==> src/hw/rtl/tvcr_pkg.sv <==
// shared types, sizes and codes of the tipsify vertex cache reorder block
`default_nettype none
package tvcr_pkg;

  localparam int MAX_VERTICES   = 1024;
  localparam int MAX_TRIANGLES  = 2048;
  localparam int DEAD_END_DEPTH = 128;
  localparam int MAX_USES       = 255;

  localparam int VIDX_W    = $clog2(MAX_VERTICES);
  localparam int TIDX_W    = $clog2(MAX_TRIANGLES);
  localparam int TCNT_W    = TIDX_W + 1;
  localparam int DE_W      = $clog2(DEAD_END_DEPTH);
  localparam int USE_W     = $clog2(MAX_USES + 1);
  localparam int ADJ_DEPTH = 3 * MAX_TRIANGLES;
  localparam int ADJ_W     = $clog2(ADJ_DEPTH + 1);
  localparam int K_W       = 7;
  localparam int STAMP_W   = $clog2(ADJ_DEPTH + (1 << K_W) + 1);
  localparam int CAND_DEPTH = 3 * MAX_USES;
  localparam int CAND_W    = $clog2(CAND_DEPTH + 1);
  localparam int VC_W      = 11;
  localparam int CFG_W     = 11;
  localparam int TRI_W     = 3 * VIDX_W;
  localparam int CQ_DEPTH  = 2;
  localparam int RQ_DEPTH  = 4;

  localparam logic [1:0] ST_OK    = 2'd0;
  localparam logic [1:0] ST_USES  = 2'd1;
  localparam logic [1:0] ST_INDEX = 2'd2;
  localparam logic [1:0] ST_FULL  = 2'd3;

  localparam logic ACT_LOAD = 1'b0;
  localparam logic ACT_READ = 1'b1;

  localparam logic CFG_CACHE_SIZE   = 1'b0;
  localparam logic CFG_VERTEX_COUNT = 1'b1;

  localparam logic [K_W-1:0]  CACHE_SIZE_RESET   = 7'd16;
  localparam logic [VC_W-1:0] VERTEX_COUNT_RESET = 11'd1024;

  typedef struct packed {
    logic              is_read;
    logic [VIDX_W-1:0] va;
    logic [VIDX_W-1:0] vb;
    logic [VIDX_W-1:0] vc;
    logic              last;
    logic              idx_bad;
    logic [K_W-1:0]    k;
  } cmd_t;

  typedef struct packed {
    logic [1:0]        status;
    logic [VIDX_W-1:0] va;
    logic [VIDX_W-1:0] vb;
    logic [VIDX_W-1:0] vc;
    logic              last;
  } res_t;

  typedef struct packed {
    logic pop;
    logic clearing;
  } eng_ctl_t;

  function automatic logic [VIDX_W-1:0] tri_vtx(input logic [TRI_W-1:0] word,
                                                input logic [1:0] idx);
    logic [VIDX_W-1:0] v;
    case (idx)
      2'd0: v = word[VIDX_W-1:0];
      2'd1: v = word[2*VIDX_W-1:VIDX_W];
      default: v = word[3*VIDX_W-1:2*VIDX_W];
    endcase
    return v;
  endfunction

endpackage
`default_nettype wire

==> src/hw/rtl/tvcr_rq.sv <==
// result queue between the engine and the result ports
`default_nettype none
module tvcr_rq import tvcr_pkg::*; (
  input  wire logic clk,
  input  wire logic rst,
  input  wire logic push,
  input  wire res_t res_in,
  output logic      full,
  input  wire logic pop,
  output logic      empty,
  output res_t      head
);

  localparam int PTR_W = $clog2(RQ_DEPTH);
  localparam int CNT_W = $clog2(RQ_DEPTH + 1);

  res_t             q [RQ_DEPTH];
  logic [PTR_W-1:0] wp;
  logic [PTR_W-1:0] rp;
  logic [CNT_W-1:0] count;
  logic             put;
  logic             take;

  assign full  = (count == CNT_W'(RQ_DEPTH));
  assign empty = (count == '0);
  assign put   = push && !full;
  assign take  = pop && !empty;
  assign head  = q[rp];

  always_ff @(posedge clk) begin
    if (put) begin
      q[wp] <= res_in;
    end
  end

  always_ff @(posedge clk) begin
    if (rst) begin
      wp    <= '0;
      rp    <= '0;
      count <= '0;
    end else begin
      if (put) begin
        wp <= wp + 1'b1;
      end
      if (take) begin
        rp <= rp + 1'b1;
      end
      count <= count + CNT_W'(put) - CNT_W'(take);
    end
  end

endmodule
`default_nettype wire

==> config.mk <==
export PLATFORM = sky130hd
export DESIGN_NAME = tvcr_rq
export DESIGN_NICKNAME = d
export VERILOG_FILES = /design/src/hw/rtl/tvcr_pkg.sv /design/src/hw/rtl/tvcr_rq.sv
export SDC_FILE = /design/constraint.sdc
export NUM_CORES = 1
export LEC_CHECK = 0
export BUFFER_PORTS_ARGS = -buffer_cell sky130_fd_sc_hd__buf_2
export CORE_MARGIN = 4
export CORE_UTILIZATION = 55
export DETAILED_ROUTE_END_ITERATION = 7
export GPL_TIMING_DRIVEN = 0
export PLACE_DENSITY = 0.77
export SYNTH_ARGS = -nofsm -noshare
export SYNTH_HDL_FRONTEND = slang
export SYNTH_SLANG_ARGS = --single-unit
==> constraint.sdc <==
create_clock -name clk -period 2.7 [get_ports clk]
set_clock_uncertainty 0.1 [all_clocks]
set_input_delay 0.81 -clock clk [delete_from_list [all_inputs] [get_ports clk]]
set_output_delay 0.81 -clock clk [all_outputs]
set_load 0.01 [all_outputs]
# == Word level (Yosys, flattened, before mapping) ==
# Memories as Yosys holds them, arrays and structs flattened. A register that Yosys moved wholly into a read port is not among the register bits.
# Cells that the tools add are included.
# word_totals
regBits,7
ramBits,132
inputBits,37
output_inout_bits,35
wordCells,18
memories,1
# mem_list
memory,words,word_bits,rd,rd_ports_with_merged_regs,wr,line_no,source
q,4,33,1,1,1,tvcr_rq.sv:17,res_t q [RQ_DEPTH];
# op_classes
addsub,4
n_eq_ne,1
n_mux,4
reduce_logical,5
# op_table
op,n
$add A2 B1 Y2 const B,2
$mux W2,2
$add A3 B1 Y3,1
$eq A3 B3 Y1 const B,1
$logic_not A3 Y1,1
$sub A3 B1 Y3,1
$logic_and A1 B1 Y1,2
$logic_not A1 Y1,2
$mux W1,2

# == Logic depth before layout (Yosys ltp) ==
# logic_depth
word_depth,5
mapped_depth,10
ltp_nobuf,10

# == Worst setup path after synthesis ==
# Ideal clock, no wire load.
# synth_timing
path_kind,input -> register
startpoint,input push
endpoint,register count[2]
setup_time_ps,125
t_arrival_ps,2320
required_time_ps,2475
setup_slack_ps,155
stages,10
path_buffers,0
path_cell_list,inv_1 nor2_1 inv_1 ha_1 inv_1 ha_1 fa_1 xnor2_1 xnor2_1 nor2_1
# synth_between
elab_chain_len,3
# synth_lines
item,line_no,source
start: declaration,tvcr_rq.sv:6,"input wire logic push,"
$logic_and A1 B1 Y1,tvcr_rq.sv:26,assign put = push && !full;
$add A3 B1 Y3,tvcr_rq.sv:48,count <= count + CNT_W'(put) - CNT_W'(take);
$sub A3 B1 Y3,tvcr_rq.sv:48,
end signal: assignment,tvcr_rq.sv:48,
end: declaration,tvcr_rq.sv:20,logic [CNT_W-1:0] count;
# Every way passes these cells.
# A chain may end at the register's enable or synchronous reset.

==> run metrics <==
Netlist cell types 25; EDFF count, synth 132; Compound-Gate Fraction of Synth Area 0.00615; initial antenna violation count 0; Slew headroom 0.406; multi-input logic area 1020 um2; final net count 360; # clock sinks 141; largest net degree at the start of global routing 34; Synth top area share 0.750; CTS tree done; Max Freq 0.364 GHz; Final Hold Vio Count 0; die extent in y 106 um; full die area 11200 um2; Pleak 2.28 nW; placed instance area 5800 um2; Chip Width 106 um; core outline area 9280 um2; drt pass-1 iters 4; Inst Count DP 423; Slowest-stage cell, CP mux4_2; overall routed net length 8750 um; Req. time, crit path 1.79 ns; drt wl/cell 19.1 um; via/cell ratio 5.32; synthesized cell area 5290 um2; Hold WC Path Type reg2reg; DRC viols 0; antenna-violating nets left 0; mean post-synth cell area 23.6 um2; worst-path fanout max 9; register area 4150 um2; mux cell area share after synthesis 0.144; Clk Latency, worst-skew pair 0.53 ns; crit-path cells buf_12 > clkbuf_16 > mux4_2 > buf_6; top routing layer in use met4; routed wl met2 4180 um; Seq/Total Area, Yosys 0.784; NetSw 1.66 mW; Final GP Congestion 0.709; Metal-1 WL 3940 um; adder-cell area share of the yosys netlist 0.0180; first-pass GRT wire length 13500 um; PortBufs 70; most frequent cell after synthesis edfxtp_1; Syn Nets 268; Clock Pin Slew Worst Setup and Hold Paths 0.06 ns; Slew @ Worst Pin 0.892 ns; Tmin final 2.75 ns; Final setup viols 31; Max Cap Violations 0; Comb pwr share 0.249; unrepaired setup endpoints after global routing true; Initial DRC Count 119; Seq pwr share 0.415; main combinational cell family by area after synthesis multiplexers; clk buf depth 2; Root Driver clkbuf_8; Post-DP HPWL 5020 um; Ys Warns 0; Critical Path Start Type flop; switching share of power 0.254; share of layout cells above drive strength 1 0.456; ys flop type edfxtp_1; gr usage total 0.165; Internal 4.88 mW; failing checks negative setup slack; Layout area overhead 24.6%; total clock buffers created by CTS 17; GRT overflow 0; top post-synthesis cells by count edfxtp_1, mux4_2, dfxtp_1; ys async rst share 0; Synth Area in XOR/XNOR 0.00497; area leader, netlist edfxtp_1; Fillers 595; post-synthesis register bit count 141; critical setup path kind reg2out; power density over the cells 994 nW/um2; status finished with violations; Place WS -0.0916 ns; number of global-route vias before repair 2532; final cell count without fillers 458; Max Slew Vio Count 0; IO Pins 72; Hold WS 0.392 ns; WL met3 480 um; antenna diode count 0; Placement Rows 35; via count 2437; # H-tree levels 4; Post-Layout Inst Area 6590 um2; Initial Util 0.569; Max IR drop VDD 0.567 mV; delay of the slowest critical-path stage 0.51 ns; crit share post-route 1.02; critical path data arrival time 1.84 ns; Setup crit end kind output pin; Post-Synthesis Cells 224; setup slack after layout -0.0483 ns; Post-Synth Simple-Gate Area 0.0196; top post-synthesis cells by area edfxtp_1, mux4_2, dfxtp_1; clock group share of total power 0.336; post-route total power 6.54 mW
-- metrics by stage --
step | utilization | TNS (ns)
6_report | 0.709 | -0.899
5_1_grt | 0.709 | -2.70
4_1_cts | 0.695 | -1.56
3_5_place_dp | 0.625 | -0.0916
3_3_place_gp | 0.625 | -57.83
2_1_floorplan | - | 0
-- final timing paths --
check                      startpoint                   to  slack (ns)  cells past startpoint
hold / removal     rp[1]$_SDFFE_PP0P_                 flop        0.39                      2
setup reg to reg  count[1]$_SDFF_PP0_  count[2]$_SDFF_PP0_        0.33                     10
setup / recovery                 flop              head[5]       -0.05                      4
hold reg to reg    rp[1]$_SDFFE_PP0P_                 flop        0.39                      2
-- metal layers --
layer | track usage | vias to the layer above
met1 | 0.222 | 1243
met2 | 0.247 | 71
li1 | - | 1107
met3 | 0.0595 | 16
met5 | 0 | -
met4 | 0.0694 | 0
-- power by group through the flow --
stage	sequential (mW)	clock [mW]	combinational (mW)
2_1_floorplan	2.73	0	0.942
3_3_place_gp	2.75	0	1.34
3_5_place_dp	2.75	0	1.36
4_1_cts	2.71	2.23	1.49
5_1_grt	2.73	2.34	1.76
6_report	2.71	2.20	1.63
-- cells in the final DEF, fill, tap and decap left out --
| cell type | count |
|---|---|
| edfxtp_1 | 132 |
| buf_2 | 50 |
| mux4_2 | 31 |
| buf_6 | 20 |
| clkbuf_16 | 19 |
| inv_1 | 8 |
| dfxtp_1 | 8 |
| ha_1 | 6 |
| buf_12 | 4 |
| buf_4 | 4 |
| nor2_1 | 4 |
| and2_2 | 4 |
| clkinvlp_4 | 4 |
| clkinv_2 | 3 |
| inv_6 | 3 |
| mux4_1 | 2 |
| clkbuf_1 | 2 |
| nor2b_1 | 2 |
| o21ai_0 | 2 |
| or3_1 | 2 |
| a21oi_1 | 2 |
| nand2b_1 | 2 |
| xnor2_1 | 2 |
| bufinv_16 | 2 |
| o31ai_2 | 1 |
| nor3_2 | 1 |
| nor3b_2 | 1 |
| xor2_1 | 1 |
| nand2_1 | 1 |
| mux2i_1 | 1 |
| fa_1 | 1 |
| dfxtp_2 | 1 |
| clkbuf_8 | 1 |
| clkinv_1 | 1 |
| clkinv_4 | 1 |
-- cell type report --
class | instances | area share
buffer | 8 | 0.0161
clock buffer | 18 | 0.0634
clock inverter | 14 | 0.0218
inverter | 8 | 0.00456
multi-input combinational | 66 | 0.155
sequential | 141 | 0.629
tap | 129 | 0.0245
timing repair buffer | 74 | 0.0847
-- repair_timing --
item	in CTS	in global routing
gates resized for setup	18	8
buffers inserted	0	1
gates cloned	0	3
pin swaps	0	0
endpoints found under the setup margin	30	30
hold buffers	0	0
-- cells by family (layout without fill, tap and decap cells) --
| group | count (synthesis) | count (layout) |
|---|---|---|
| simple gates | 17 | 17 |
| mux | 34 | 34 |
| flops | 141 | 141 |
| fa+ha+maj | 7 | 7 |
| xor+xnor | 3 | 3 |
| buf+inv | 17 | 122 |
| compound gates | 5 | 5 |
-- worst max-delay path, delay by kind of cell, from the launching register on --
kind                   cells  cell delay [ns]
buffers and inverters      3             0.47
DFF                        1             0.34
muxes                      1             0.51
-- registers in the layout, summed over array words and instances, names as in the netlist, named ones only --
signal and cells:
q 132, count 3, rp 2, wp 2
(Power assumes the default switching activity.)
