<file path="src/hw/rtl/tvcr_pkg.sv">
// shared types, sizes and codes of the tipsify vertex cache reorder block
`default_nettype none
package tvcr_pkg;

  localparam int MAX_VERTICES   = 1024;
  localparam int MAX_TRIANGLES  = 2048;
  localparam int DEAD_END_DEPTH = 128;
  localparam int MAX_USES       = 255;

  localparam int VIDX_W    = $clog2(MAX_VERTICES);
  localparam int TIDX_W    = $clog2(MAX_TRIANGLES);
  localparam int TCNT_W    = TIDX_W + 1;
  localparam int DE_W      = $clog2(DEAD_END_DEPTH);
  localparam int USE_W     = $clog2(MAX_USES + 1);
  localparam int ADJ_DEPTH = 3 * MAX_TRIANGLES;
  localparam int ADJ_W     = $clog2(ADJ_DEPTH + 1);
  localparam int K_W       = 7;
  localparam int STAMP_W   = $clog2(ADJ_DEPTH + (1 << K_W) + 1);
  localparam int CAND_DEPTH = 3 * MAX_USES;
  localparam int CAND_W    = $clog2(CAND_DEPTH + 1);
  localparam int VC_W      = 11;
  localparam int CFG_W     = 11;
  localparam int TRI_W     = 3 * VIDX_W;
  localparam int CQ_DEPTH  = 2;
  localparam int RQ_DEPTH  = 4;

  localparam logic [1:0] ST_OK    = 2'd0;
  localparam logic [1:0] ST_USES  = 2'd1;
  localparam logic [1:0] ST_INDEX = 2'd2;
  localparam logic [1:0] ST_FULL  = 2'd3;

  localparam logic ACT_LOAD = 1'b0;
  localparam logic ACT_READ = 1'b1;

  localparam logic CFG_CACHE_SIZE   = 1'b0;
  localparam logic CFG_VERTEX_COUNT = 1'b1;

  localparam logic [K_W-1:0]  CACHE_SIZE_RESET   = 7'd16;
  localparam logic [VC_W-1:0] VERTEX_COUNT_RESET = 11'd1024;

  typedef struct packed {
    logic              is_read;
    logic [VIDX_W-1:0] va;
    logic [VIDX_W-1:0] vb;
    logic [VIDX_W-1:0] vc;
    logic              last;
    logic              idx_bad;
    logic [K_W-1:0]    k;
  } cmd_t;

  typedef struct packed {
    logic [1:0]        status;
    logic [VIDX_W-1:0] va;
    logic [VIDX_W-1:0] vb;
    logic [VIDX_W-1:0] vc;
    logic              last;
  } res_t;

  typedef struct packed {
    logic pop;
    logic clearing;
  } eng_ctl_t;

  function automatic logic [VIDX_W-1:0] tri_vtx(input logic [TRI_W-1:0] word,
                                                input logic [1:0] idx);
    logic [VIDX_W-1:0] v;
    case (idx)
      2'd0: v = word[VIDX_W-1:0];
      2'd1: v = word[2*VIDX_W-1:VIDX_W];
      default: v = word[3*VIDX_W-1:2*VIDX_W];
    endcase
    return v;
  endfunction

endpackage
`default_nettype wire

</file>
<file path="src/hw/rtl/tvcr_front.sv">
// front end: config registers, request classification and command queue
`default_nettype none
module tvcr_front import tvcr_pkg::*; (
  input  wire logic              clk,
  input  wire logic              rst,
  input  wire logic              push,
  output logic                   full,
  input  wire logic              action,
  input  wire logic [VIDX_W-1:0] vertex_a,
  input  wire logic [VIDX_W-1:0] vertex_b,
  input  wire logic [VIDX_W-1:0] vertex_c,
  input  wire logic              last,
  input  wire logic              cfg_en,
  input  wire logic              cfg_index,
  input  wire logic [CFG_W-1:0]  cfg_data,
  input  wire eng_ctl_t          ctl,
  output logic                   cmd_valid,
  output cmd_t                   cmd
);

  localparam int PTR_W = $clog2(CQ_DEPTH);
  localparam int CNT_W = $clog2(CQ_DEPTH + 1);

  logic [K_W-1:0]  cache_size;
  logic [VC_W-1:0] vertex_count;
  cmd_t            q [CQ_DEPTH];
  logic [PTR_W-1:0] wp;
  logic [PTR_W-1:0] rp;
  logic [CNT_W-1:0] count;
  logic            accept;
  logic            take;
  cmd_t            entry;

  assign full      = (count == CNT_W'(CQ_DEPTH)) || ctl.clearing;
  assign accept    = push && !full;
  assign cmd_valid = (count != '0);
  assign take      = ctl.pop && cmd_valid;
  assign cmd       = q[rp];

  always_comb begin
    entry.is_read = (action == ACT_READ);
    entry.va      = vertex_a;
    entry.vb      = vertex_b;
    entry.vc      = vertex_c;
    entry.last    = last;
    entry.idx_bad = ({1'b0, vertex_a} >= vertex_count) || ({1'b0, vertex_b} >= vertex_count)
                    || ({1'b0, vertex_c} >= vertex_count);
    entry.k       = cache_size;
  end

  always_ff @(posedge clk) begin
    if (rst) begin
      cache_size   <= CACHE_SIZE_RESET;
      vertex_count <= VERTEX_COUNT_RESET;
    end else if (cfg_en) begin
      case (cfg_index)
        CFG_CACHE_SIZE:   cache_size <= cfg_data[K_W-1:0];
        CFG_VERTEX_COUNT: vertex_count <= cfg_data;
        default: ;
      endcase
    end
  end

  always_ff @(posedge clk) begin
    if (accept) begin
      q[wp] <= entry;
    end
  end

  always_ff @(posedge clk) begin
    if (rst) begin
      wp    <= '0;
      rp    <= '0;
      count <= '0;
    end else begin
      if (accept) begin
        wp <= wp + 1'b1;
      end
      if (take) begin
        rp <= rp + 1'b1;
      end
      count <= count + CNT_W'(accept) - CNT_W'(take);
    end
  end

endmodule
`default_nettype wire

</file>
<file path="config.mk">
export PLATFORM = sky130hd
export DESIGN_NAME = tvcr_front
export DESIGN_NICKNAME = d
export VERILOG_FILES = /design/src/hw/rtl/tvcr_pkg.sv /design/src/hw/rtl/tvcr_front.sv
export SDC_FILE = /design/constraint.sdc
export NUM_CORES = 1
export LEC_CHECK = 0
export BUFFER_PORTS_ARGS = -buffer_cell sky130_fd_sc_hd__buf_2
export CAP_MARGIN = 20
export CORE_ASPECT_RATIO = 1.5
export CORE_MARGIN = 10
export CORE_UTILIZATION = 40
export DETAILED_ROUTE_END_ITERATION = 10
export PLACE_DENSITY = 0.69
export SLEW_MARGIN = 20
export SYNTH_ARGS = -nofsm -noshare
export SYNTH_HDL_FRONTEND = slang
export SYNTH_SLANG_ARGS = --single-unit
</file>
<file path="constraint.sdc">
create_clock -name clk -period 4.3 [get_ports clk]
set_clock_uncertainty 0.05 [all_clocks]
set_input_delay 0.215 -clock clk [delete_from_list [all_inputs] [get_ports clk]]
set_output_delay 0.215 -clock clk [all_outputs]
set_load 0.01 [all_outputs]
</file>
-- Word-level counts from Yosys, hierarchy flattened
Memories as Yosys holds them, arrays and structs flattened. A register that Yosys moved wholly into a read port is not among the register bits.
Cells that the tools add are included.
- word-level logic and storage cells: 28
- memory bits (writable): 80
- flip-flop bits (word level): 22
- input bits: 50
- memories: 1
- memory list (name ; depth ; bits a word ; read ports ; clocked after memory_dff ; wr ports ; RTL line ; source):
    q ; 2 ; 40 ; 1 ; 1 ; 1 ; tvcr_front.sv:26 ; cmd_t q [CQ_DEPTH];
- multiplexer cells: 4
- equality and inequality tests: 1
- reductions and logical operators: 9
- order comparisons: 3
- bitwise logic cells: 1
- add/subtract/negate cells: 4
- operators by type and width (kind ; number):
    greater-or-equal comparator 10 x 11 -> 1 bit ; 3
    2-to-1 mux 1 bit ; 4
    AND reduction 2 bit ; 2
    logical OR 1 bit ; 3
    adder 1 bit, second input constant ; 2
    adder 2 x 1 -> 2 bit ; 1
    == test 2 bit, second input constant ; 1
    logical AND 1 bit ; 2
    nonzero test 2 bit ; 1
    subtractor 2 x 1 -> 2 bit ; 1
    logical NOT 1 bit ; 1
    NOT 1 bit ; 1

-- Logic depth before layout (Yosys ltp)
- depth in word-level cells: 6
- mapped depth: 9

-- Worst setup path before layout
OpenSTA, ideal clock, no wires.
- kind: register -> register
- from: register count[0]
- to: memory q[0][0] (netlist bit) (enable)
- period minus slack after synthesis: 2.855 ns
- stages on the path, launching flop included: 5
- path slack: 1.445 ns
- data arrival time: 2.367 ns
- data required time: 3.813 ns
- setup time: 0.437 ns
- path through: dfxtp_1 > inv_1 > a21oi_1 > nand2_1 > nor2_1
- longest elaborated chain between the ends: 6
- RTL lines (element ; RTL line ; source):
    start, declared ; tvcr_front.sv:29 ; logic [CNT_W-1:0] count;
    start signal, assigned ; tvcr_front.sv:82 ; count <= count + CNT_W'(accept) - CNT_W'(take);
    == test 2 bit ; tvcr_front.sv:34 ; assign full = (count == CNT_W'(CQ_DEPTH)) || ctl.clearing;
    logical OR 1 bit ; tvcr_front.sv:34 ;
    logical NOT 1 bit ; tvcr_front.sv:35 ; assign accept = push && !full;
    logical AND 1 bit ; tvcr_front.sv:35 ;
    2-to-1 mux 1 bit ; tvcr_front.sv:65 ; if (accept) begin
    2-to-1 mux 1 bit (implied by the code) ; tvcr_front.sv:66 ; q[wp] <= entry;
    end, declared ; tvcr_front.sv:26 ;
No other way between the ends.

==> impl_results.md <==
* Worst Hold Class: input pin to register
* Skew-Pair Late Insertion Delay at 0.34 ns
* Reg-to-reg endpoint: q[0][7]
* Area contributors post-synth: edfxtp_1, dfxtp_1, mux2_2
* Leakage at 2.11 nW
* Met3 wire length at 559 um
* Highest cell delay on the worst timing path at 0.52 ns
* Max VDD drop at 0.303 mV
* Die H at 149 um
* DRC viols at 0
* Vias at 2632
* Final worst path period share at 51.3%
* Largest net degree at the start of global routing at 41
* TritonCTS buffer count at 9
* Reg2reg start: vertex_count[8]
* Clk buf depth at 2
* Worst min-delay path startpoint: action
* Post-CTS Setup Bufs at 0
* Post-Syn Instances at 302
* CTS Hold Buffers Added at 1
* Yosys reg bits at 103
* Switching power at 0.656 mW
* Slew @ Worst Pin at 1.01 ns
* R2r setup slk at 2.09 ns
* Layout area overhead at 22.2%
* Rel. slew slack at 32.4%
* Yosys top cell by area: edfxtp_1
* Placed cell count at 529
* Cell Area, Synth at 0.00441 mm^2
* Int Pwr at 1.98 mW
* Setup ws final at 2.09 ns
* Clock transition at path regs at 0.06 ns
* Vias in the first global route at 2858
* Dpl ws at 2.09 ns
* CP max stage cell: or4_1
* R2r worst-path depth at 6
* PortBufs at 91
* Core ar. at 0.0107 mm^2
* Max cap viols at 0
* Clock sinks at 103
* Non-filler cells, final at 547
* WL met2 at 4990 um
* Final worst path period need at 2.21 ns
* Layout Nets at 479
* Crit start category: register
* CTS tree: done
* Cell area power density at 490 mW/mm^2
* Htree depth at 3
* Sequential fraction of design power at 46.9%
* Pins Over Slew Limit at 0
* Iter 0 DRT Violations at 53
* Row cnt at 46
* RSZ-0062 raised after global routing: false
* Starting density of the core at 41.2%
* Max Used Layer: met4
* Critical path endpoint category: register
* HPWL Detailed at 6850 um
* Netlist cell types at 32
* Sw Ratio at 24.9%
* WP data arrival at 2.23 ns
* Die ar. at 0.0157 mm^2
* Clock share of power at 33.8%
* # setup viols final at 0
* WL/cell at 16.6 um
* Vias per cell at 4.81
* Req. time, crit path at 4.32 ns
* Wire length of the first global-routing pass at 14400 um
* Syn. warnings at 0
* Yosys top cell area share at 54.5%
* Gr ovfl total at 0
* Synthesized Nets at 384
* GRT Overall Usage at 11.8%
* Util after Layout at 50.3%
* Max Clk Rate at 453 MHz
* Final wirelength at 9060 um
* DIE WIDTH at 106 um
* Post-CTS Resized at 0
* Final number of hold-violating endpoints at 0
* Worst Hold End: q[0][39]
* GPL Wtd Cong at 0.781
* Share of cells above drive strength 1 at 37.8%
* Pre-antenna DRT Iters at 4
* Post-Syn Area per Cell at 14.6 um^2
* Crit path max fanout at 3
* Hold Path Stages at 1
* Crit-path cells: inv_1 -> ha_1 -> a21o_1 -> a2111oi_2 -> a21oi_1 -> or4_1
* Initial antenna violation count at 1
* Status: completed
* Post-route antenna net violation count at 0
* IO Pins at 92
* Root Driver: clkbuf_16
* Wl on met1 at 3340 um
* Seq/Total Area, Yosys at 65.0%
* Hold WS at 0.0154 ns
* Setup_tns at 0 ns
* Comb power frac at 19.3%
* Critical path class: register to register
-- placed cells by master (no fill, tap or decap), types with 2 or more instances in the layout --
master and instances:
and2_1 2, buf_2 91, xnor2_1 2, dfxtp_1 22
nor2_1 13, nand3b_1 3, mux2_2 40, nand4_1 3
a21oi_1 17, mux2i_1 6, a21o_1 9, nor2b_1 3
edfxtp_1 80, nand4b_1 3, clkbuf_16 12, ha_1 32
a211oi_1 3, xor2_1 2, inv_1 15, nand2_1 24
-- synthesized netlist by cell type --
cell type / n
edfxtp_1: 80
mux2_2: 40
ha_1: 32
nand2_1: 24
dfxtp_1: 23
a21oi_1: 17
inv_1: 15
nor2_1: 14
a21o_1: 9
clkbuf_1: 6
mux2i_1: 6
a211oi_1: 3
buf_1: 3
nand3b_1: 3
nand4_1: 3
nand4b_1: 3
nor2b_1: 3
and2_1: 2
xnor2_1: 2
xor2_1: 2
a2111oi_2: 1
a211o_1: 1
a22oi_1: 1
a41oi_1: 1
and3_1: 1
nand2b_1: 1
nand3_1: 1
nor3_1: 1
o22ai_1: 1
o41ai_1: 1
or2_2: 1
or4_1: 1
-- worst max path at each step --
stage / startpoint / to / slack (ns) / cells after the start
floorplan: count[0] / q[0][0] / 1.45 / 4
global placement: vertex_count[8] / q[0][7] / 2.17 / 6
detailed placement: vertex_count[8] / q[0][7] / 2.09 / 6
CTS: register / cmd[7] / 2.05 / 2
global route: vertex_count[8] / q[0][7] / 1.96 / 6
finish: vertex_count[8] / q[0][7] / 2.09 / 6
-- worst max-delay path: cells and delay by family (launching register included) --
family          cells  cell delay (ns)
compound gates      3             0.66
fa+ha+maj           1             0.29
buf+inv             1             0.08
flops               1             0.34
simple gates        1             0.52
-- through the flow --
step           cell area, um^2  total power [mW]
2_1_floorplan             4410              1.57
3_3_place_gp              5030              1.77
3_5_place_dp              5030              1.79
4_1_cts                   5380              2.68
5_1_grt                   5380              2.76
6_report                  5380              2.64
-- power by group through the flow --
stage	logic, mW	registers (mW)	clock network (mW)
after floorplan	0.366	1.21	0
after global placement	0.513	1.26	0
after detailed placement	0.523	1.26	0
after CTS	0.527	1.24	0.911
after global routing	0.567	1.25	0.941
final	0.510	1.24	0.893
-- state kept, by name, indices dropped and copies added, names as in the netlist, named ones only --
name / cells
q: 80
count: 2
wp: 1
rp: 1
vertex_count: 11
cache_size: 7
-- routing by layer --
metal,global-route usage [%],vias up
met5,0,-
li1,-,1312
met1,11.2,1259
met2,22.2,50
met3,3.94,11
met4,5.23,0
-- logic make-up after synthesis --
logic type	share of synthesized area [%]
AO/OA/AOI/OAI	5.22
flip-flops	65.0
XOR/XNOR	0.795
multiplexers	11.6
buffers and inverters	2.04
AND/OR/NAND/NOR	6.30
adder cells (fa/ha/maj)	9.09
-- layout make-up --
| cell class | instances | area [um^2] |
|---|---|---|
| multi-input combinational | 175 | 1460 |
| inverter | 15 | 56.3 |
| clock buffer | 13 | 304 |
| fill | 989 | 5320 |
| sequential | 103 | 2860 |
| clock inverter | 3 | 41.3 |
| antenna | 1 | 2.50 |
| timing repair buffer | 93 | 473 |
| tap | 144 | 180 |
(Power assumes the default switching activity.)
